$ cat config.mk
export PLATFORM = sky130hd
export DESIGN_NAME = u8h_outq
export DESIGN_NICKNAME = d
export VERILOG_FILES = /design/src/hdl/u8h_pkg.sv /design/src/hdl/u8h_outq.sv
export VERILOG_INCLUDE_DIRS = /design/src /design/src/hdl
export SDC_FILE = /design/constraint.sdc
export NUM_CORES = 1
export LEC_CHECK = 0
export ABC_AREA = 1
export BUFFER_PORTS_ARGS = -buffer_cell sky130_fd_sc_hd__buf_2
export CAP_MARGIN = 5
export CORE_ASPECT_RATIO = 2
export CORE_MARGIN = 2
export CORE_UTILIZATION = 45
export DETAILED_ROUTE_END_ITERATION = 8
export PLACE_DENSITY = 0.65
export SLEW_MARGIN = 20
export SYNTH_ARGS = -nofsm -noshare
export SYNTH_HDL_FRONTEND = slang
export SYNTH_SLANG_ARGS = --single-unit
$ cat constraint.sdc
create_clock -name i_clk -period 11.13 [get_ports i_clk]
set_input_delay 1.113 -clock i_clk [delete_from_list [all_inputs] [get_ports i_clk]]
set_output_delay 1.113 -clock i_clk [all_outputs]
set_load 0.05 [all_outputs]
$ cat src/hdl/utf8_codepoint_histogram_defines.svh
// ----------------------------------------------------------------------------
// utf8_codepoint_histogram_defines.svh
// Assertion macros shared by the histogram RTL files.
// ----------------------------------------------------------------------------
`ifndef UTF8_CODEPOINT_HISTOGRAM_DEFINES_SVH
`define UTF8_CODEPOINT_HISTOGRAM_DEFINES_SVH

`ifndef ASSERT_OFF

// clocked check, masked while reset is asserted
`define U8H_ASSERT(lbl, clk, rst_n, prop) \
    lbl: assert property (@(posedge clk) disable iff (!rst_n) prop) \
        else $error("u8h assertion failed");

// clocked check that also holds during reset
`define U8H_ASSERT_ALWAYS(lbl, clk, prop) \
    lbl: assert property (@(posedge clk) prop) \
        else $error("u8h assertion failed");

`else

`define U8H_ASSERT(lbl, clk, rst_n, prop)
`define U8H_ASSERT_ALWAYS(lbl, clk, prop)

`endif

`endif

$ cat src/hdl/u8h_pkg.sv
// ----------------------------------------------------------------------------
// u8h_pkg
// Types, constants and helpers of the utf-8 code point histogram.
// ----------------------------------------------------------------------------
`default_nettype none

package u8h_pkg;

    // counter and port widths
    localparam int COUNT_WIDTH = 32;
    localparam int READ_W      = 32;
    localparam int CP_W        = 21;
    localparam int PARTIAL_W   = 18;
    localparam int DROP_W      = 3;
    localparam int NEED_W      = 2;

    // bin layout: code points below 65536, then the above bin, then planes 1-16
    localparam int BMP_DEPTH   = 65536;
    localparam int PLANE_DEPTH = 17;
    localparam int BIN_DEPTH   = BMP_DEPTH + PLANE_DEPTH;
    localparam int BIN_AW      = $clog2(BIN_DEPTH);
    localparam int PLANE_LIMIT = PLANE_DEPTH * BMP_DEPTH;

    // result queue
    localparam int Q_DEPTH = 3;
    localparam int Q_PTR_W = $clog2(Q_DEPTH);
    localparam int Q_CNT_W = $clog2(Q_DEPTH + 1);

    // byte classes
    localparam logic [7:0] CONT_MASK = 8'hc0;
    localparam logic [7:0] CONT_TAG  = 8'h80;
    localparam logic [7:0] LEAD3_LO  = 8'he0;
    localparam logic [7:0] LEAD4_LO  = 8'hf0;
    localparam logic [7:0] BAD_LO    = 8'hf8;
    localparam logic [7:0] PAY2_MASK = 8'h1f;
    localparam logic [7:0] PAY3_MASK = 8'h0f;
    localparam logic [7:0] PAY4_MASK = 8'h07;
    localparam logic [7:0] CONT_PAY  = 8'h3f;

    typedef enum logic [1:0] {
        FN_DATA = 2'd0,
        FN_READ = 2'd1,
        FN_EOS  = 2'd2,
        FN_NOP  = 2'd3
    } t_func;

    typedef enum logic [1:0] {
        OP_NONE = 2'd0,
        OP_INCR = 2'd1,
        OP_READ = 2'd2
    } t_kind;

    // decoded item heading for the counter stage
    typedef struct packed {
        t_kind              kind;
        logic [BIN_AW-1:0]  addr;
        logic               char_done;
        logic [CP_W-1:0]    code_point;
        logic [DROP_W-1:0]  dropped;
        logic               pending;
    } t_op;

    // one finished result
    typedef struct packed {
        logic [READ_W-1:0]  read_count;
        logic               char_done;
        logic [CP_W-1:0]    code_point;
        logic [DROP_W-1:0]  dropped;
        logic               pending;
    } t_res;

    // counter stage status toward the top level
    typedef struct packed {
        logic clearing;
        logic s1_valid;
    } t_stat;

    // bin that counts a code point
    function automatic logic [BIN_AW-1:0] cp_bin(input logic [CP_W-1:0] cp);
        logic [BIN_AW-1:0] bin;
        if (int'(cp) < BMP_DEPTH) begin
            bin = BIN_AW'(cp);
        end else if (int'(cp) < PLANE_LIMIT) begin
            bin = BIN_AW'(BMP_DEPTH) + BIN_AW'(cp[CP_W-1:16]);
        end else begin
            bin = BIN_AW'(BMP_DEPTH);
        end
        return bin;
    endfunction

    // saturating increment
    function automatic logic [COUNT_WIDTH-1:0] bump(input logic [COUNT_WIDTH-1:0] c);
        logic [COUNT_WIDTH-1:0] r;
        if (c == {COUNT_WIDTH{1'b1}}) begin
            r = c;
        end else begin
            r = c + COUNT_WIDTH'(1);
        end
        return r;
    endfunction

    // limit a counter to the read port width
    function automatic logic [READ_W-1:0] sat_read(input logic [COUNT_WIDTH-1:0] c);
        logic [COUNT_WIDTH+READ_W-1:0] ext;
        logic [COUNT_WIDTH+READ_W-1:0] upper;
        logic [READ_W-1:0]             r;
        ext   = {{READ_W{1'b0}}, c};
        upper = ext >> READ_W;
        if (upper != '0) begin
            r = {READ_W{1'b1}};
        end else begin
            r = ext[READ_W-1:0];
        end
        return r;
    endfunction

endpackage

`default_nettype wire

$ cat src/hdl/u8h_outq.sv
// ----------------------------------------------------------------------------
// u8h_outq
// Small result queue between the counter stage and the output channel.
// ----------------------------------------------------------------------------
`default_nettype none
`include "utf8_codepoint_histogram_defines.svh"

module u8h_outq (
    input  wire logic                         i_clk,
    input  wire logic                         i_rst_n,
    input  wire logic                         i_push,
    input  wire u8h_pkg::t_res                i_data,
    input  wire logic                         i_pop,
    output logic                              o_valid,
    output u8h_pkg::t_res                     o_data,
    output logic [u8h_pkg::Q_CNT_W-1:0]       o_count
);
    import u8h_pkg::*;

    t_res               r_slot [Q_DEPTH];
    logic [Q_PTR_W-1:0] r_head, r_tail;
    logic [Q_CNT_W-1:0] r_count;
    logic               pop;

    assign pop     = i_pop && (r_count != '0);
    assign o_valid = r_count != '0;
    assign o_data  = r_slot[r_head];
    assign o_count = r_count;

    // pointers and fill level
    always_ff @(posedge i_clk) begin
        if (!i_rst_n) begin
            r_head  <= '0;
            r_tail  <= '0;
            r_count <= '0;
        end else begin
            if (i_push) begin
                r_tail <= (r_tail == Q_PTR_W'(Q_DEPTH - 1)) ? '0 : r_tail + Q_PTR_W'(1);
            end
            if (pop) begin
                r_head <= (r_head == Q_PTR_W'(Q_DEPTH - 1)) ? '0 : r_head + Q_PTR_W'(1);
            end
            if (i_push && !pop) begin
                r_count <= r_count + Q_CNT_W'(1);
            end else if (pop && !i_push) begin
                r_count <= r_count - Q_CNT_W'(1);
            end
        end
    end

    // storage
    always_ff @(posedge i_clk) begin
        if (i_push) begin
            r_slot[r_tail] <= i_data;
        end
    end

    // the credit check upstream keeps the queue from overflowing
    `U8H_ASSERT(a_no_overflow, i_clk, i_rst_n, (i_push && !pop) |-> int'(r_count) < Q_DEPTH)

endmodule

`default_nettype wire

==> impl_results.md <==
- Setup TNS: 0 ns
- Multi-input gate area: about 1200 um2
- Status: finished clean
- Leading post-synthesis cells by cell area: edfxtp_1 (76%), a21oi_1 (7.8%), nor2_1 (3.4%)
- H-tree depth: 4
- CTS tree: yes
- Remaining DRCs: 0
- Via density: 5.07
- Synth Register Bits: between 150 and 200
- Max Buffers Root-to-Sink: 2
- Max-slew headroom: a little over two fifths
- Post-synthesis sequential area ratio: between 70 and 80%
- GR Overflow Total: 0
- Post-CTS sizing: 0
- Diode count: 0
- Chip Height: 179 um
- Max Transition Viols Final: 0
- Clk_lat worst skew: 0.42 ns
- Final wirelength: around 14 mm
- Post-Synthesis Cells: a little under 500
- # port buffers: between 100 and 150
- Count of final setup violators: 0
- Largest area contributor in the netlist: edfxtp_1
- Slowest-stage cell, CP: inv_4
- Post-layout min period: about 3.6 ns
- Worst-margin pin slew: roughly 0.86 ns
- Die area: approximately 16,000 um2
- Setup CP Type: flop to output port
- Worst-path cell chain: buf_4, inv_4, nand2_1, a21oi_1, buf_2
- Final hold vios: 0
- FF-to-FF setup slack: 9.49 ns
- Ys Warns: 0
- Crit share post-route: 32.7%
- Power Total: ~1.8 mW
- Unrepaired setup endpoints after global routing: no
- # rows: 64
- Root Buffer: clkbuf_16
- Ys async rst share: 0%
- Leakage: about 3 nW
- Vias in the first global route: 4,105
- Setup WS post-layout: between 7 and 8 ns
- WL/cell: 16.7 um
- CTS Buf Count: 17
- Antenna-violating nets left: 0
- Total Nets Final: 666
- 1st-pass router iterations: 6
- Reg clk slew, reported paths: approximately 0.070 ns
- First-pass GRT wire length: approximately 21 mm
- Die Width: just over 90 um
- GPL Wtd Cong: a little over 0.7
- Worst min-delay path class: flop to flop
- Critical path peak fanout: a little under 60
- Peak VDD IR: about 0.13 mV
- Reg area: about 5400 um2
- Yosys cell types: 21
- Clk_skew: a little over 0.008 ns
- Vias: approximately 4,100
- Cts hold-fix bufs: 0
- Dpl hpwl: 7.66 mm
- PD cells: between 200 and 250 nW/um2
- P&R area growth vs syn: 18.0%
- Mean Syn Cell Area: approximately 14 um2
- Post-synth top area share: roughly three quarters
- Initial DRC count: 274
- Core footprint: 15,100 um2
- Overall Global Routing Usage: between 10% and 20%
- Pin count of the biggest net entering global routing: approximately 60
- Layout cells sized above 1: a little under a third
- Peak Freq: ~270 MHz
- Post-CTS Setup Repair Bufs: 0
- Net Count, Synth: 546
- Initial antenna violation count: 1
- Post-synth EDFFs: between 150 and 200
- Dominant synthesized flop cell: edfxtp_1
- Netlist Area Pre-Place: 6900 um2
- Ports: about 120
- TritonCTS Sinks: around 180
- CP arrival: roughly 2.5 ns
- Max-cap violations: 0
- Required time worst endpoint: roughly 10 ns
- Starting density of the core: between 40% and 50%
- CP max stage delay: ~0.59 ns
- Number of fill cells: 1,280
- Pre-CTS setup slack: ~8 ns
- Setup crit start kind: flop
- Crit path capture type: output port
layout by cell type, fill, tap and decap left out, drive strengths merged:
cell type / instances
buf: 127
nor2: 63
ha: 1
o21a: 1
nor3: 1
clkinv: 8
clkinvlp: 1
edfxtp: 174
nand2: 69
o211ai: 1
inv: 21
nand3: 3
clkbuf: 17
nand4: 1
dfxtp: 8
a21oi: 119
o21ai: 1
sequential cells by signal, indices dropped and copies added (netlist names), named ones only:
register	flops
o_count	2
r_head	2
r_slot	174
r_tail	2
synth_stat cells, types with 2 or more instances:
library cell    n
a21oi_2        12
buf_8           2
dfxtp_1         8
nand3_1         3
inv_1          13
buf_2          12
nor2_1         63
inv_4           2
buf_6          10
nand2_2        10
a21oi_1       107
edfxtp_1      174
nand2_1        59
report_power, final:
part,internal (mW),switching (mW),total [mW]
registers,0.786,0.0183,0.804
logic,0.0922,0.333,0.425
clock network,0.296,0.266,0.562
total,1.17,0.617,1.79
per-layer routing:
| layer | track usage (%) | vias to the layer above | wire [um] |
|---|---|---|---|
| met5 | 0 | - | 13 |
| met4 | 5.49 | 2 | 154 |
| met3 | 3.99 | 14 | 699 |
| met2 | 29.3 | 131 | 6960 |
| met1 | 20.5 | 2004 | 5790 |
| li1 | - | 1979 | - |
final cells by class:
cell class / count / area share, %
clock buffers: 17 / 5.23
clock inverters: 15 / 1.77
flip-flops and latches: 182 / 66.2
multi-input cells: 260 / 15.0
inverters: 15 / 0.753
well taps: 198 / 3.04
repair buffers: 127 / 7.96
cell families (layout without fill, tap and decap cells):
kind of cell | after synthesis | in the layout | synth area share (%)
and+or+nand+nor | 137 | 137 | 7.93
adders and majority gates | 1 | 1 | 0.181
buffers and inverters | 41 | 174 | 4.23
DFF | 182 | 182 | 78.1
AOI/OAI and AO/OA | 122 | 122 | 9.58
stage by stage:
stage	cells	hold WS (ns)	instance area (um2)	util (%)
CTS	814	0.474	8140	53.8
global route	814	0.493	8140	53.8
finish	814	0.468	8140	53.8
detailed placement	782	0.464	7570	50.0
global placement	782	0.453	7570	50.0
floorplan	483	0.440	6900	-
critical path: cells and delay by family, from the launching register on:
kind,cells,cell delay [ns]
buffers and inverters,3,1.25
DFF,1,0.47
AOI/OAI and AO/OA,1,0.24
and+or+nand+nor,1,0.10
final timing paths:
kind | from | to | cells after the start
max | flop | o_data[3] | 5
min | r_tail[1]$_SDFFE_PN0P_ | r_tail[1]$_SDFFE_PN0P_ | 2
max reg2reg | r_tail[1]$_SDFFE_PN0P_ | r_slot[0][28]$_DFFE_PP_ | 4
min reg2reg | r_tail[1]$_SDFFE_PN0P_ | r_tail[1]$_SDFFE_PN0P_ | 2
Power figures use the tool's default switching activity.
