File: config.mk
export PLATFORM = sky130hd
export DESIGN_NAME = u8h_decode
export DESIGN_NICKNAME = d
export VERILOG_FILES = /design/src/hdl/u8h_pkg.sv /design/src/hdl/u8h_decode.sv
export VERILOG_INCLUDE_DIRS = /design/src /design/src/hdl
export SDC_FILE = /design/constraint.sdc
export NUM_CORES = 1
export LEC_CHECK = 0
export BUFFER_PORTS_ARGS = -buffer_cell sky130_fd_sc_hd__buf_2
export CAP_MARGIN = 30
export CELL_PAD_IN_SITES_DETAIL_PLACEMENT = 0
export CELL_PAD_IN_SITES_GLOBAL_PLACEMENT = 1
export CORE_MARGIN = 3
export CORE_UTILIZATION = 32
export DETAILED_ROUTE_END_ITERATION = 8
export GPL_TIMING_DRIVEN = 0
export PLACE_DENSITY = 0.8
export SLEW_MARGIN = 40
export SYNTH_ARGS = -nofsm -noshare
export SYNTH_HDL_FRONTEND = slang
export SYNTH_SLANG_ARGS = --single-unit
File: constraint.sdc
create_clock -name i_clk -period 2.1 [get_ports i_clk]
set_clock_uncertainty 0.15 [all_clocks]
set_input_delay 0.105 -clock i_clk [delete_from_list [all_inputs] [get_ports i_clk]]
set_output_delay 0.105 -clock i_clk [all_outputs]
set_load 0.02 [all_outputs]
File: src/hdl/utf8_codepoint_histogram_defines.svh
// ----------------------------------------------------------------------------
// utf8_codepoint_histogram_defines.svh
// Assertion macros shared by the histogram RTL files.
// ----------------------------------------------------------------------------
`ifndef UTF8_CODEPOINT_HISTOGRAM_DEFINES_SVH
`define UTF8_CODEPOINT_HISTOGRAM_DEFINES_SVH

`ifndef ASSERT_OFF

// clocked check, masked while reset is asserted
`define U8H_ASSERT(lbl, clk, rst_n, prop) \
    lbl: assert property (@(posedge clk) disable iff (!rst_n) prop) \
        else $error("u8h assertion failed");

// clocked check that also holds during reset
`define U8H_ASSERT_ALWAYS(lbl, clk, prop) \
    lbl: assert property (@(posedge clk) prop) \
        else $error("u8h assertion failed");

`else

`define U8H_ASSERT(lbl, clk, rst_n, prop)
`define U8H_ASSERT_ALWAYS(lbl, clk, prop)

`endif

`endif

File: src/hdl/u8h_pkg.sv
// ----------------------------------------------------------------------------
// u8h_pkg
// Types, constants and helpers of the utf-8 code point histogram.
// ----------------------------------------------------------------------------
`default_nettype none

package u8h_pkg;

    // counter and port widths
    localparam int COUNT_WIDTH = 32;
    localparam int READ_W      = 32;
    localparam int CP_W        = 21;
    localparam int PARTIAL_W   = 18;
    localparam int DROP_W      = 3;
    localparam int NEED_W      = 2;

    // bin layout: code points below 65536, then the above bin, then planes 1-16
    localparam int BMP_DEPTH   = 65536;
    localparam int PLANE_DEPTH = 17;
    localparam int BIN_DEPTH   = BMP_DEPTH + PLANE_DEPTH;
    localparam int BIN_AW      = $clog2(BIN_DEPTH);
    localparam int PLANE_LIMIT = PLANE_DEPTH * BMP_DEPTH;

    // result queue
    localparam int Q_DEPTH = 3;
    localparam int Q_PTR_W = $clog2(Q_DEPTH);
    localparam int Q_CNT_W = $clog2(Q_DEPTH + 1);

    // byte classes
    localparam logic [7:0] CONT_MASK = 8'hc0;
    localparam logic [7:0] CONT_TAG  = 8'h80;
    localparam logic [7:0] LEAD3_LO  = 8'he0;
    localparam logic [7:0] LEAD4_LO  = 8'hf0;
    localparam logic [7:0] BAD_LO    = 8'hf8;
    localparam logic [7:0] PAY2_MASK = 8'h1f;
    localparam logic [7:0] PAY3_MASK = 8'h0f;
    localparam logic [7:0] PAY4_MASK = 8'h07;
    localparam logic [7:0] CONT_PAY  = 8'h3f;

    typedef enum logic [1:0] {
        FN_DATA = 2'd0,
        FN_READ = 2'd1,
        FN_EOS  = 2'd2,
        FN_NOP  = 2'd3
    } t_func;

    typedef enum logic [1:0] {
        OP_NONE = 2'd0,
        OP_INCR = 2'd1,
        OP_READ = 2'd2
    } t_kind;

    // decoded item heading for the counter stage
    typedef struct packed {
        t_kind              kind;
        logic [BIN_AW-1:0]  addr;
        logic               char_done;
        logic [CP_W-1:0]    code_point;
        logic [DROP_W-1:0]  dropped;
        logic               pending;
    } t_op;

    // one finished result
    typedef struct packed {
        logic [READ_W-1:0]  read_count;
        logic               char_done;
        logic [CP_W-1:0]    code_point;
        logic [DROP_W-1:0]  dropped;
        logic               pending;
    } t_res;

    // counter stage status toward the top level
    typedef struct packed {
        logic clearing;
        logic s1_valid;
    } t_stat;

    // bin that counts a code point
    function automatic logic [BIN_AW-1:0] cp_bin(input logic [CP_W-1:0] cp);
        logic [BIN_AW-1:0] bin;
        if (int'(cp) < BMP_DEPTH) begin
            bin = BIN_AW'(cp);
        end else if (int'(cp) < PLANE_LIMIT) begin
            bin = BIN_AW'(BMP_DEPTH) + BIN_AW'(cp[CP_W-1:16]);
        end else begin
            bin = BIN_AW'(BMP_DEPTH);
        end
        return bin;
    endfunction

    // saturating increment
    function automatic logic [COUNT_WIDTH-1:0] bump(input logic [COUNT_WIDTH-1:0] c);
        logic [COUNT_WIDTH-1:0] r;
        if (c == {COUNT_WIDTH{1'b1}}) begin
            r = c;
        end else begin
            r = c + COUNT_WIDTH'(1);
        end
        return r;
    endfunction

    // limit a counter to the read port width
    function automatic logic [READ_W-1:0] sat_read(input logic [COUNT_WIDTH-1:0] c);
        logic [COUNT_WIDTH+READ_W-1:0] ext;
        logic [COUNT_WIDTH+READ_W-1:0] upper;
        logic [READ_W-1:0]             r;
        ext   = {{READ_W{1'b0}}, c};
        upper = ext >> READ_W;
        if (upper != '0) begin
            r = {READ_W{1'b1}};
        end else begin
            r = ext[READ_W-1:0];
        end
        return r;
    endfunction

endpackage

`default_nettype wire

File: src/hdl/u8h_decode.sv
// ----------------------------------------------------------------------------
// u8h_decode
// Utf-8 sequence tracker: turns each beat into a bin operation and result.
// ----------------------------------------------------------------------------
`default_nettype none
`include "utf8_codepoint_histogram_defines.svh"

module u8h_decode (
    input  wire logic                        i_clk,
    input  wire logic                        i_rst_n,
    input  wire logic                        i_accept,
    input  wire logic                        i_utf8_mode,
    input  wire u8h_pkg::t_func              i_func,
    input  wire logic [7:0]                  i_data_byte,
    input  wire logic [u8h_pkg::BIN_AW-1:0]  i_bin_index,
    output u8h_pkg::t_op                     o_op
);
    import u8h_pkg::*;

    logic [PARTIAL_W-1:0] r_partial, n_partial;
    logic [NEED_W-1:0]    r_needed,  n_needed;
    logic [NEED_W-1:0]    r_held,    n_held;

    logic [CP_W-1:0] full;
    logic            is_cont;

    assign is_cont = (i_data_byte & CONT_MASK) == CONT_TAG;
    assign full    = {r_partial[CP_W-7:0], i_data_byte[5:0]};

    // next sequence state and the operation for this beat
    always_comb begin
        n_partial        = r_partial;
        n_needed         = r_needed;
        n_held           = r_held;
        o_op.kind        = OP_NONE;
        o_op.addr        = '0;
        o_op.char_done   = 1'b0;
        o_op.code_point  = '0;
        o_op.dropped     = '0;
        case (i_func)
            FN_READ: begin
                if (int'(i_bin_index) < BIN_DEPTH) begin
                    o_op.kind = OP_READ;
                    o_op.addr = i_bin_index;
                end
            end
            FN_EOS: begin
                o_op.dropped = DROP_W'(r_held);
                n_partial    = '0;
                n_needed     = '0;
                n_held       = '0;
            end
            FN_DATA: begin
                if (!i_utf8_mode) begin
                    // raw byte count, any held sequence is lost
                    o_op.dropped    = DROP_W'(r_held);
                    n_partial       = '0;
                    n_needed        = '0;
                    n_held          = '0;
                    o_op.kind       = OP_INCR;
                    o_op.addr       = BIN_AW'(i_data_byte);
                    o_op.char_done  = 1'b1;
                    o_op.code_point = CP_W'(i_data_byte);
                end else if (is_cont) begin
                    if (r_needed != '0) begin
                        if (r_needed == NEED_W'(1)) begin
                            // last continuation closes the character
                            o_op.kind       = OP_INCR;
                            o_op.addr       = cp_bin(full);
                            o_op.char_done  = 1'b1;
                            o_op.code_point = full;
                            n_partial       = '0;
                            n_needed        = '0;
                            n_held          = '0;
                        end else begin
                            n_partial = full[PARTIAL_W-1:0];
                            n_needed  = r_needed - NEED_W'(1);
                            n_held    = r_held + NEED_W'(1);
                        end
                    end else begin
                        // stray continuation
                        o_op.dropped = DROP_W'(1);
                    end
                end else begin
                    // new lead byte, drop anything held first
                    o_op.dropped = DROP_W'(r_held);
                    n_partial    = '0;
                    n_needed     = '0;
                    n_held       = '0;
                    if (i_data_byte < CONT_TAG) begin
                        o_op.kind       = OP_INCR;
                        o_op.addr       = BIN_AW'(i_data_byte);
                        o_op.char_done  = 1'b1;
                        o_op.code_point = CP_W'(i_data_byte);
                    end else if (i_data_byte < LEAD3_LO) begin
                        n_partial = PARTIAL_W'(i_data_byte & PAY2_MASK);
                        n_needed  = NEED_W'(1);
                        n_held    = NEED_W'(1);
                    end else if (i_data_byte < LEAD4_LO) begin
                        n_partial = PARTIAL_W'(i_data_byte & PAY3_MASK);
                        n_needed  = NEED_W'(2);
                        n_held    = NEED_W'(1);
                    end else if (i_data_byte < BAD_LO) begin
                        n_partial = PARTIAL_W'(i_data_byte & PAY4_MASK);
                        n_needed  = NEED_W'(3);
                        n_held    = NEED_W'(1);
                    end else begin
                        o_op.dropped = DROP_W'(r_held) + DROP_W'(1);
                    end
                end
            end
            default: begin
            end
        endcase
        o_op.pending = n_needed != '0;
    end

    // sequence state
    always_ff @(posedge i_clk) begin
        if (!i_rst_n) begin
            r_partial <= '0;
            r_needed  <= '0;
            r_held    <= '0;
        end else if (i_accept) begin
            r_partial <= n_partial;
            r_needed  <= n_needed;
            r_held    <= n_held;
        end
    end

    // a sequence is held exactly when more bytes are expected
    `U8H_ASSERT(a_held_matches_needed, i_clk, i_rst_n, (r_needed != '0) == (r_held != '0))

endmodule

`default_nettype wire

==> run summary, run 1 <==
Outcome = finished, violations left
Failing checks = negative setup slack
Clk slew on worst S/H paths = 0.07 ns
Crit-path cells = or4b_4 > o41ai_2 > a22oi_1 > o2bb2ai_1 > buf_4
Power Density = 368 mW/mm^2
Routed WL per cell = 16.4 um
Fin crit period = 2.12 ns
1st-pass router iterations = 4
Crit end category = output port
Detail Placement HPWL = 4270 um
Chip Height = 76.1 um
Final hold viol count = 0
Gr ovfl total = 0
DR vias/cell = 5.45
Synth Area per Inst = 8.26 um^2
Worst reg-to-reg setup slack = 0.12 ns
Final Max Slew Viols = 0
Hold EP = r_needed[0]$_SDFFE_PN0P_
Syn nets = 222
Yosys reg bits = 19
Leak Pwr = 0.000974 uW
Clk sinks = 19
Ys async rst share = 0
Post-DP Area = 0.00202 mm^2
Row count = 24
GRT Total Usage = 0.184
Max Clk Rate = 472 MHz
H-tree depth = 1
Num CTS Buffers = 3
Tightest Hold Check Type = in -> reg
Critical Path Max Stage Delay = 0.59 ns
Worst-Skew Late Latency = 0.25 ns
Global-route wire length before repair = 8910 um
Slowest CP cell = or4b_4
RSZ-0062 raised after global routing = yes
Post-layout util = 0.495
Worst Tran Pin Value = 0.434 ns
Boundary Pins = 76
Startpoint Class = register
Routed Antenna Nets = 0
# setup viols final = 2
Slew headroom = 0.707
Cells on worst reg2reg path = 5
Synth area leader = dfxtp_1
Iter 0 DRT Violations = 99
Number of global-route vias before repair = 1,680
Post-Layout Inst Area = 0.00225 mm^2
Gate Count Post-Synth = 190
VDD IR max = 320 uV
Commonest non-fill, non-tap cell in the layout = buf_2
Crit Path Class = reg -> out
Total wire length = 5580 um
Pre-CTS WS = -0.129 ns
Yosys warns = 0
Post-synth EDFFs = 0
Crit Reg-Reg Startpoint = r_needed[0]$_SDFFE_PN0P_
Worst Path Buf+Inv = 1
Vias after detailed routing = 1,854
Largest net degree at the start of global routing = 12
Root Buffer = clkbuf_8
Critical path arrival = 1.86 ns
Antenna Cells = 0
Seq/Total Area, Yosys = 0.242
Period utilization = 1.01
Fin nets = 308
Port buffer count = 73
Fillers = 455
HP Start = i_rst_n
FF-to-FF End = r_partial[3]$_SDFFE_PN0P_
DRC Markers = 0
CP max FO = 5
Gpl congestion = 0.805
Worst setup margin = -0.0176 ns
Clk buf depth = 2
Area Growth Syn to Fin = 43.0%
CTS tree = done
Family with the most delay on the worst path = simple AND/OR/NAND/NOR gates
Most frequent cells in the layout = buf_2, and2_1, nor2b_1, buf_4
Post-synth top flop = dfxtp_1
Area fraction of the dominant cell type after synthesis = 0.242
Initial antenna violation count = 0
Library cells used by synthesis = 46
CP required = 1.85 ns
Total of max-cap violations = 0
Post-Syn Area = 0.00157 mm^2
Core Footprint = 0.00453 mm^2
Hold-critical path depth = 2
Die Wd = 76.1 um
Fin Setup TNS = -0.0242 ns
Top post-synthesis cells by area = dfxtp_1, and2_1, a22o_1
CTS hold repair buffers = 0
Proportion of layout cells with a drive suffix above 1 = 0.440
Die ar. = 0.00578 mm^2
Initial Utilization = 0.346
## worst max path at each step
| stage | from | end | slack [ns] | depth (start not counted) |
|---|---|---|---|---|
| 2_1_floorplan | r_needed[0]$_SDFFE_PN0P_ | o_op[4] | 0.19 | 3 |
| 3_3_place_gp | r_needed[0]$_SDFFE_PN0P_ | o_op[37] | -0.14 | 6 |
| 3_5_place_dp | r_needed[0]$_SDFFE_PN0P_ | o_op[34] | -0.13 | 6 |
| 4_1_cts | r_partial[14]$_SDFFE_PN0P_ | o_op[29] | -0.002 | 5 |
| 5_1_grt | r_needed[0]$_SDFFE_PN0P_ | o_op[38] | -0.09 | 6 |
| 6_report | r_partial[14]$_SDFFE_PN0P_ | o_op[26] | -0.02 | 5 |
## area by class of cell
class | instances | area (um^2) | share of cell area
clock inverters | 1 | 5.00 | 0.00223
multi-input cells | 154 | 1170 | 0.519
repair buffers | 81 | 475 | 0.212
inverters | 6 | 22.5 | 0.0100
flip-flops and latches | 19 | 394 | 0.175
well taps | 65 | 81.3 | 0.0362
clock buffers | 3 | 41.3 | 0.0184
plain buffers | 11 | 60.1 | 0.0267
## registers in the layout, indices dropped and copies added, names as in the netlist
signal	count
r_partial	15
r_held	2
r_needed	2
## power breakdown
group	switching, uW	leakage, uW	internal (uW)	total [uW]
Clock	114	0.0000255	131	246
Sequential	1.67	0.000157	359	360
Combinational	132	0.000791	88.5	220
Total	247	0.000974	579	826
## cells in the mapped netlist (all sizes together) (5+ instances only)
master	instances
and2	20
nor2b	18
dfxtp	19
nor3	5
nand3	5
nor4	5
a21oi	6
nand2	11
o21ai	7
nor2	7
a22o	12
a32oi	6
inv	6
buf	7
a22oi	14
## worst reg2reg max path: stages (launching register included)
cell and delay, ns:
dfxtp_4 0.36, or4b_4 0.56, o311ai_4 0.41, buf_4 0.21, or4bb_1 0.12, a21boi_1 0.06
## logic make-up after synthesis
kind of cell	Yosys count	synth area share
AO/OA/AOI/OAI	63	0.344
adder cells (fa/ha/maj)	1	0.00797
buffers and inverters	17	0.0502
flip-flops	19	0.242
multiplexers	1	0.00637
AND/OR/NAND/NOR	89	0.349
## stage by stage
stage          power (uW)  instances  hold slack [ns]
2_1_floorplan         486        190           0.0832
5_1_grt               865        340           0.0477
6_report              826        340           0.0363
3_5_place_dp          574        328            0.302
4_1_cts               823        335           0.0302
3_3_place_gp          574        328            0.298
## layer usage
metal	GRT usage	part of all wire	vias up
met5	0	0	-
met4	0	0.00036	0
met3	0.0437	0.075	2
met2	0.301	0.46	89
met1	0.261	0.46	868
li1	-	-	895
## repair_timing
action                     in CTS  in global routing
setup endpoints to repair      42                 33
buffers inserted                3                  5
pin swaps                       7                  9
gates resized for setup        21                 20
Note: power is estimated with default switching activity, not from simulation.
==> run 2, diff against run 1 <==
--- a/config.mk
+++ b/config.mk
@@ -14,7 +14,7 @@
 export CORE_UTILIZATION = 32
 export DETAILED_ROUTE_END_ITERATION = 8
 export GPL_TIMING_DRIVEN = 0
-export PLACE_DENSITY = 0.8
+export PLACE_DENSITY_LB_ADDON = 0.12
 export SLEW_MARGIN = 40
 export SYNTH_ARGS = -nofsm -noshare
 export SYNTH_HDL_FRONTEND = slang
==> run summary, run 2 (synthesis gave the netlist of run 1 again) <==
Outcome = finished, violations left
Failing checks = negative setup slack
Die ar. = 0.00578 mm^2 (unchanged)
CTS hold repair buffers = 0 (unchanged)
Clk slew on worst S/H paths = 0.07 ns (about the same)
Largest net degree at the start of global routing = 12 (unchanged)
Max reg flops = 15 (unchanged)
Initial Utilization = 0.346 (unchanged)
# setup viols final = 2 (unchanged)
HP Start = i_accept
Startpoint Class = register
1st-pass router iterations = 4 (unchanged)
Power Density = 364 mW/mm^2 (-0.99%)
Most frequent cells in the layout = buf_2, buf_4, and2_1
Num CTS Buffers = 3 (unchanged)
Max Clk Rate = 471 MHz (-0.19%)
Routed WL per cell = 16.3 um (-0.87%)
Largest reg by FF count = r_partial
Cells on worst reg2reg path = 6 (+1)
Core Footprint = 0.00453 mm^2 (unchanged)
Chip Height = 76.1 um (unchanged)
Biggest regs = r_partial (15), r_held (2), r_needed (2)
Multi-input combinational cell area = 0.00117 mm^2 (unchanged)
DRC Markers = 0 (unchanged)
Worst Tran Pin Value = 0.450 ns (+0.0159 ns)
Critical path arrival = 1.87 ns (about the same)
Crit Reg-Reg Startpoint = r_needed[0]$_SDFFE_PN0P_
GRT Total Usage = 0.186 (+0.00204)
CTS tree = done
H-tree depth = 1 (unchanged)
Root Buffer = clkbuf_8
Final hold viol count = 0 (unchanged)
FF-to-FF End = r_held[0]$_SDFFE_PN0P_
Fin crit period = 2.12 ns (+0.00406 ns)
Worst-Skew Late Latency = 0.25 ns (about the same)
Clk buf depth = 2 (unchanged)
Iter 0 DRT Violations = 103 (+4.0%)
Routed Antenna Nets = 0 (unchanged)
Period utilization = 1.01 (+0.00193)
Clk sinks = 19 (unchanged)
Total of max-cap violations = 0 (unchanged)
Fin cells = 343 (+0.88%)
Proportion of layout cells with a drive suffix above 1 = 0.432 (-0.00835)
Commonest non-fill, non-tap cell in the layout = buf_2
Final Max Slew Viols = 0 (unchanged)
VDD IR max = 286 uV (-11%)
Boundary Pins = 76 (unchanged)
Gpl congestion = 0.781 (-3.0%)
Initial antenna violation count = 0 (unchanged)
Gr ovfl total = 0 (unchanged)
Worst setup margin = -0.0217 ns (-0.00406 ns)
Die Wd = 76.1 um (unchanged)
Placed insts = 328 (unchanged)
Slew headroom = 0.699 (-0.00716)
Detail Placement HPWL = 4330 um (+1.4%)
Row count = 24 (unchanged)
Number of global-route vias before repair = 1,753 (+4.3%)
Leak Pwr = 0.000988 uW (+1.4%)
Post-layout util = 0.506 (+0.0102)
Total wire length = 5580 um (unchanged)
Antenna Cells = 0 (unchanged)
Register area = 389 um^2 (-1.3%)
Hold-critical path depth = 3 (+1)
Crit end category = output port
Global-route wire length before repair = 8980 um (+0.77%)
Port buffer count = 73 (unchanged)
CP max FO = 5 (unchanged)
Fin nets = 311 (+0.97%)
Tightest Hold Check Type = in -> reg
Area Growth Syn to Fin = 46.0%
Hold EP = r_needed[0]$_SDFFE_PN0P_
Fillers = 454 (-0.22%)
Worst reg-to-reg setup slack = 0.11 ns (about the same)
Crit Path Class = reg -> out
CP required = 1.85 ns (about the same)
Vias after detailed routing = 1,866 (+0.65%)
DR vias/cell = 5.44 (-0.23%)
RSZ-0062 raised after global routing = yes
-- run 2: cell count changes in the layout (fill, tap and decap cells not counted), moves of 3 or more --
cell / delta
buf_2: -7
dfxtp_1: +4
dfxtp_2: -4
buf_4: +7
buf_6: +3
-- run 2: final cells by class --
type | count | share of cell area
timing repair buffer | 84 | 0.229
tap | 65 | 0.0355
sequential | 19 | 0.170
clock buffer | 3 | 0.0180
clock inverter | 1 | 0.00218
inverter | 6 | 0.00983
buffer | 11 | 0.0273
multi-input combinational | 154 | 0.509
-- run 2: what timing repair did --
item,in CTS,in global routing
pin swaps,14,2
buffers inserted,4,7
endpoints found under the setup margin,39,40
gates resized for setup,32,16
-- run 2: worst max-delay path by stage --
stage	slack [ns]	start	end	cells after the start
3_3_place_gp	-0.14	i_bin_index[15]	o_op[28]	7
3_5_place_dp	-0.13	i_bin_index[15]	o_op[29]	7
4_1_cts	-0.03	r_needed[0]$_SDFFE_PN0P_	o_op[41]	6
5_1_grt	-0.12	r_needed[1]$_SDFFE_PN0P_	o_op[29]	5
6_report	-0.02	r_needed[1]$_SDFFE_PN0P_	o_op[29]	5
2_1_floorplan	0.19	r_needed[0]$_SDFFE_PN0P_	o_op[4]	3
-- run 2: per-layer routing --
| metal | track usage | share of wire | vias to the layer above | routed length [um] |
|---|---|---|---|---|
| met2 | 0.307 | 0.44 | 88 | 2460 |
| met4 | 0.0272 | 0.0099 | 0 | 55 |
| li1 | - | - | 903 | - |
| met5 | 0 | 0 | - | 0 |
| met3 | 0.0426 | 0.079 | 4 | 439 |
| met1 | 0.253 | 0.47 | 871 | 2630 |
-- run 2: power breakdown --
| part | internal [uW] | switching, uW | total, uW |
|---|---|---|---|
| combinational | 90.2 | 131 | 222 |
| clock | 132 | 121 | 253 |
| sequential | 359 | 1.43 | 360 |
-- run 2: metrics by stage --
stage               cell area (um^2)  setup WS [ns]  hold WS, ns  setup TNS, ns  power, uW
finish                          2290        -0.0217       0.0163        -0.0249        835
global route                    2290         -0.125       0.0233         -0.734        872
CTS                             2200        -0.0295       0.0182         -0.382        831
detailed placement              2020         -0.131        0.297          -1.81        573
global placement                2020         -0.137        0.287          -1.51        574
floorplan                       1570          0.188       0.0832              0        486
-- run 2: critical path, stage by stage (launching register included) --
cell       delay (ns)
dfxtp_4          0.37
or4b_4           0.58
o41ai_2          0.21
a22oi_1          0.13
o2bb2ai_1        0.17
buf_4            0.16
==> run 3, diff against run 2 <==
--- a/config.mk
+++ b/config.mk
@@ -15,6 +15,7 @@
 export DETAILED_ROUTE_END_ITERATION = 8
 export GPL_TIMING_DRIVEN = 0
 export PLACE_DENSITY_LB_ADDON = 0.12
+export REMOVE_ABC_BUFFERS = 1
 export SLEW_MARGIN = 40
 export SYNTH_ARGS = -nofsm -noshare
 export SYNTH_HDL_FRONTEND = slang
==> run summary, run 3 (synthesis gave the netlist of run 1 again) <==
Clk buf depth = 2 (unchanged)
CTS tree = done
RSZ-0062 raised after global routing = yes
Multi-input combinational cell area = 0.00119 mm^2 (+1.9%)
DRC Markers = 0 (unchanged)
Total wire length = 5910 um (+5.9%)
Boundary Pins = 76 (unchanged)
Worst Path Buf+Inv = 1 (unchanged)
Final hold viol count = 0 (unchanged)
# setup viols final = 10 (+8)
Vias after detailed routing = 1,848 (-0.96%)
Max Clk Rate = 469 MHz (-0.43%)
Proportion of layout cells with a drive suffix above 1 = 0.451 (+0.0189)
Antenna Cells = 0 (unchanged)
Critical path arrival = 1.88 ns (about the same)
Post-DP Area = 0.00201 mm^2 (-0.37%)
H-tree depth = 1 (unchanged)
Final Power = 852 uW (+2.1%)
Fin nets = 306 (-1.6%)
Max reg flops = 15 (unchanged)
Gpl congestion = 0.882 (+13%)
DR vias/cell = 5.47 (+0.50%)
Iter 0 DRT Violations = 148 (+44%)
Fin Setup TNS = -0.203 ns (-0.178 ns)
Fin crit period = 2.13 ns (+0.00921 ns)
Post-layout util = 0.504 (-0.00110)
Crit Path Class = reg -> out
CP max FO = 8 (+3)
Slew headroom = 0.677 (-0.0229)
Commonest non-fill, non-tap cell in the layout = buf_2
Number of global-route vias before repair = 1,729 (-1.4%)
Largest reg by FF count = r_partial
Crit-path cells = or3b_4 > nor3_4 > nor2b_4 > a22o_1 > buf_6
Total of max-cap violations = 0 (unchanged)
Post-Layout Inst Area = 0.00229 mm^2 (-0.22%)
Row count = 24 (unchanged)
Largest net degree at the start of global routing = 20 (+8)
Final Max Slew Viols = 0 (unchanged)
1st-pass router iterations = 4 (unchanged)
Num CTS Buffers = 3 (unchanged)
Worst Tran Pin Value = 0.484 ns (+0.0342 ns)
Initial antenna violation count = 0 (unchanged)
Most frequent cells in the layout = buf_2, and2_1, nor2b_1, dfxtp_1
Routed WL per cell = 17.5 um (+7.5%)
Startpoint Class = register
Initial Utilization = 0.346 (unchanged)
Biggest regs = r_partial (15), r_held (2), r_needed (2)
Die Wd = 76.1 um (unchanged)
Detail Placement HPWL = 4250 um (-1.7%)
Family with the most delay on the worst path = simple AND/OR/NAND/NOR gates
Tightest Hold Check Type = in -> reg
Gr ovfl total = 0 (unchanged)
Area Growth Syn to Fin = 45.7%
GRT Total Usage = 0.195 (+0.00916)
CP required = 1.85 ns (about the same)
Outcome = finished, violations left
Core Footprint = 0.00453 mm^2 (unchanged)
Chip Height = 76.1 um (unchanged)
Power Density = 373 mW/mm^2 (+2.3%)
Root Buffer = clkbuf_8
Port buffer count = 75 (+2.7%)
Register area = 395 um^2 (+1.6%)
Worst-Skew Late Latency = 0.26 ns (about the same)
Critical Path Max Stage Delay = 0.42 ns (-0.16 ns)
Die ar. = 0.00578 mm^2 (unchanged)
Failing checks = negative setup slack
Leak Pwr = 0.000983 uW (-0.50%)
Worst setup margin = -0.0309 ns (-0.00921 ns)
Clk slew on worst S/H paths = 0.08 ns (about the same)
Crit end category = output port
VDD IR max = 201 uV (-30%)
Slowest CP cell = or3b_4
Fillers = 462 (+1.8%)
Clk sinks = 19 (unchanged)
Global-route wire length before repair = 9270 um (+3.2%)
Period utilization = 1.01 (+0.00439)
Routed Antenna Nets = 0 (unchanged)
-- run 3: changes by cell type in the layout (fill, tap and decap cells not counted), sizes merged --
cell / previous run / this run
clkbuf: 6 / 5
buf: 92 / 89
clkinv: 1 / 0
-- run 3: area by class of cell --
cell class | instances | area share
inverter | 6 | 0.00985
multi-input combinational | 154 | 0.520
tap | 65 | 0.0356
timing repair buffer | 90 | 0.242
sequential | 19 | 0.173
clock buffer | 4 | 0.0197
-- run 3: what timing repair did --
action	4_1_cts	5_1_grt
hold endpoints to repair	0	0
setup endpoints to repair	37	30
pin swaps	6	8
hold buffers	0	0
cloned	0	1
resized for setup	28	13
buffers inserted	2	8
-- run 3: power by group --
| group | total [uW] | internal, uW | switching (uW) |
|---|---|---|---|
| logic | 229 | 92.7 | 136 |
| registers | 359 | 357 | 1.47 |
| clock network | 264 | 135 | 129 |
| total | 852 | 585 | 267 |
-- run 3: stage by stage --
step | hold slack, ns | worst slack, ns | instances
2_1_floorplan | 0.0832 | -0.0809 | 179
3_3_place_gp | 0.288 | -0.883 | 319
3_5_place_dp | 0.294 | -0.710 | 323
4_1_cts | 0.00554 | -0.00705 | 329
5_1_grt | 0.0415 | -0.118 | 338
6_report | 0.0182 | -0.0309 | 338
-- run 3: final timing paths --
kind	startpoint	end	slack, ns	cells after the start
setup / recovery	r_needed[0]$_SDFFE_PN0P_	o_op[35]	-0.03	5
hold / removal	i_accept	r_needed[0]$_SDFFE_PN0P_	0.02	3
setup reg to reg	r_needed[0]$_SDFFE_PN0P_	r_partial[3]$_SDFFE_PN0P_	0.07	6
hold reg to reg	r_partial[3]$_SDFFE_PN0P_	r_partial[3]$_SDFFE_PN0P_	0.36	2
-- run 3: layer usage --
layer / up-vias / GRT usage / part of all wire
li1: 896 / - / -
met1: 855 / 0.288 / 0.48
met2: 90 / 0.289 / 0.42
met3: 7 / 0.0414 / 0.094
met4: 0 / 0.0435 / 0.011
met5: - / 0 / 0
-- run 3: worst min-delay path, stage by stage --
cell      delay, ns
buf_2          0.14
nand4_1        0.08
a21boi_0       0.07
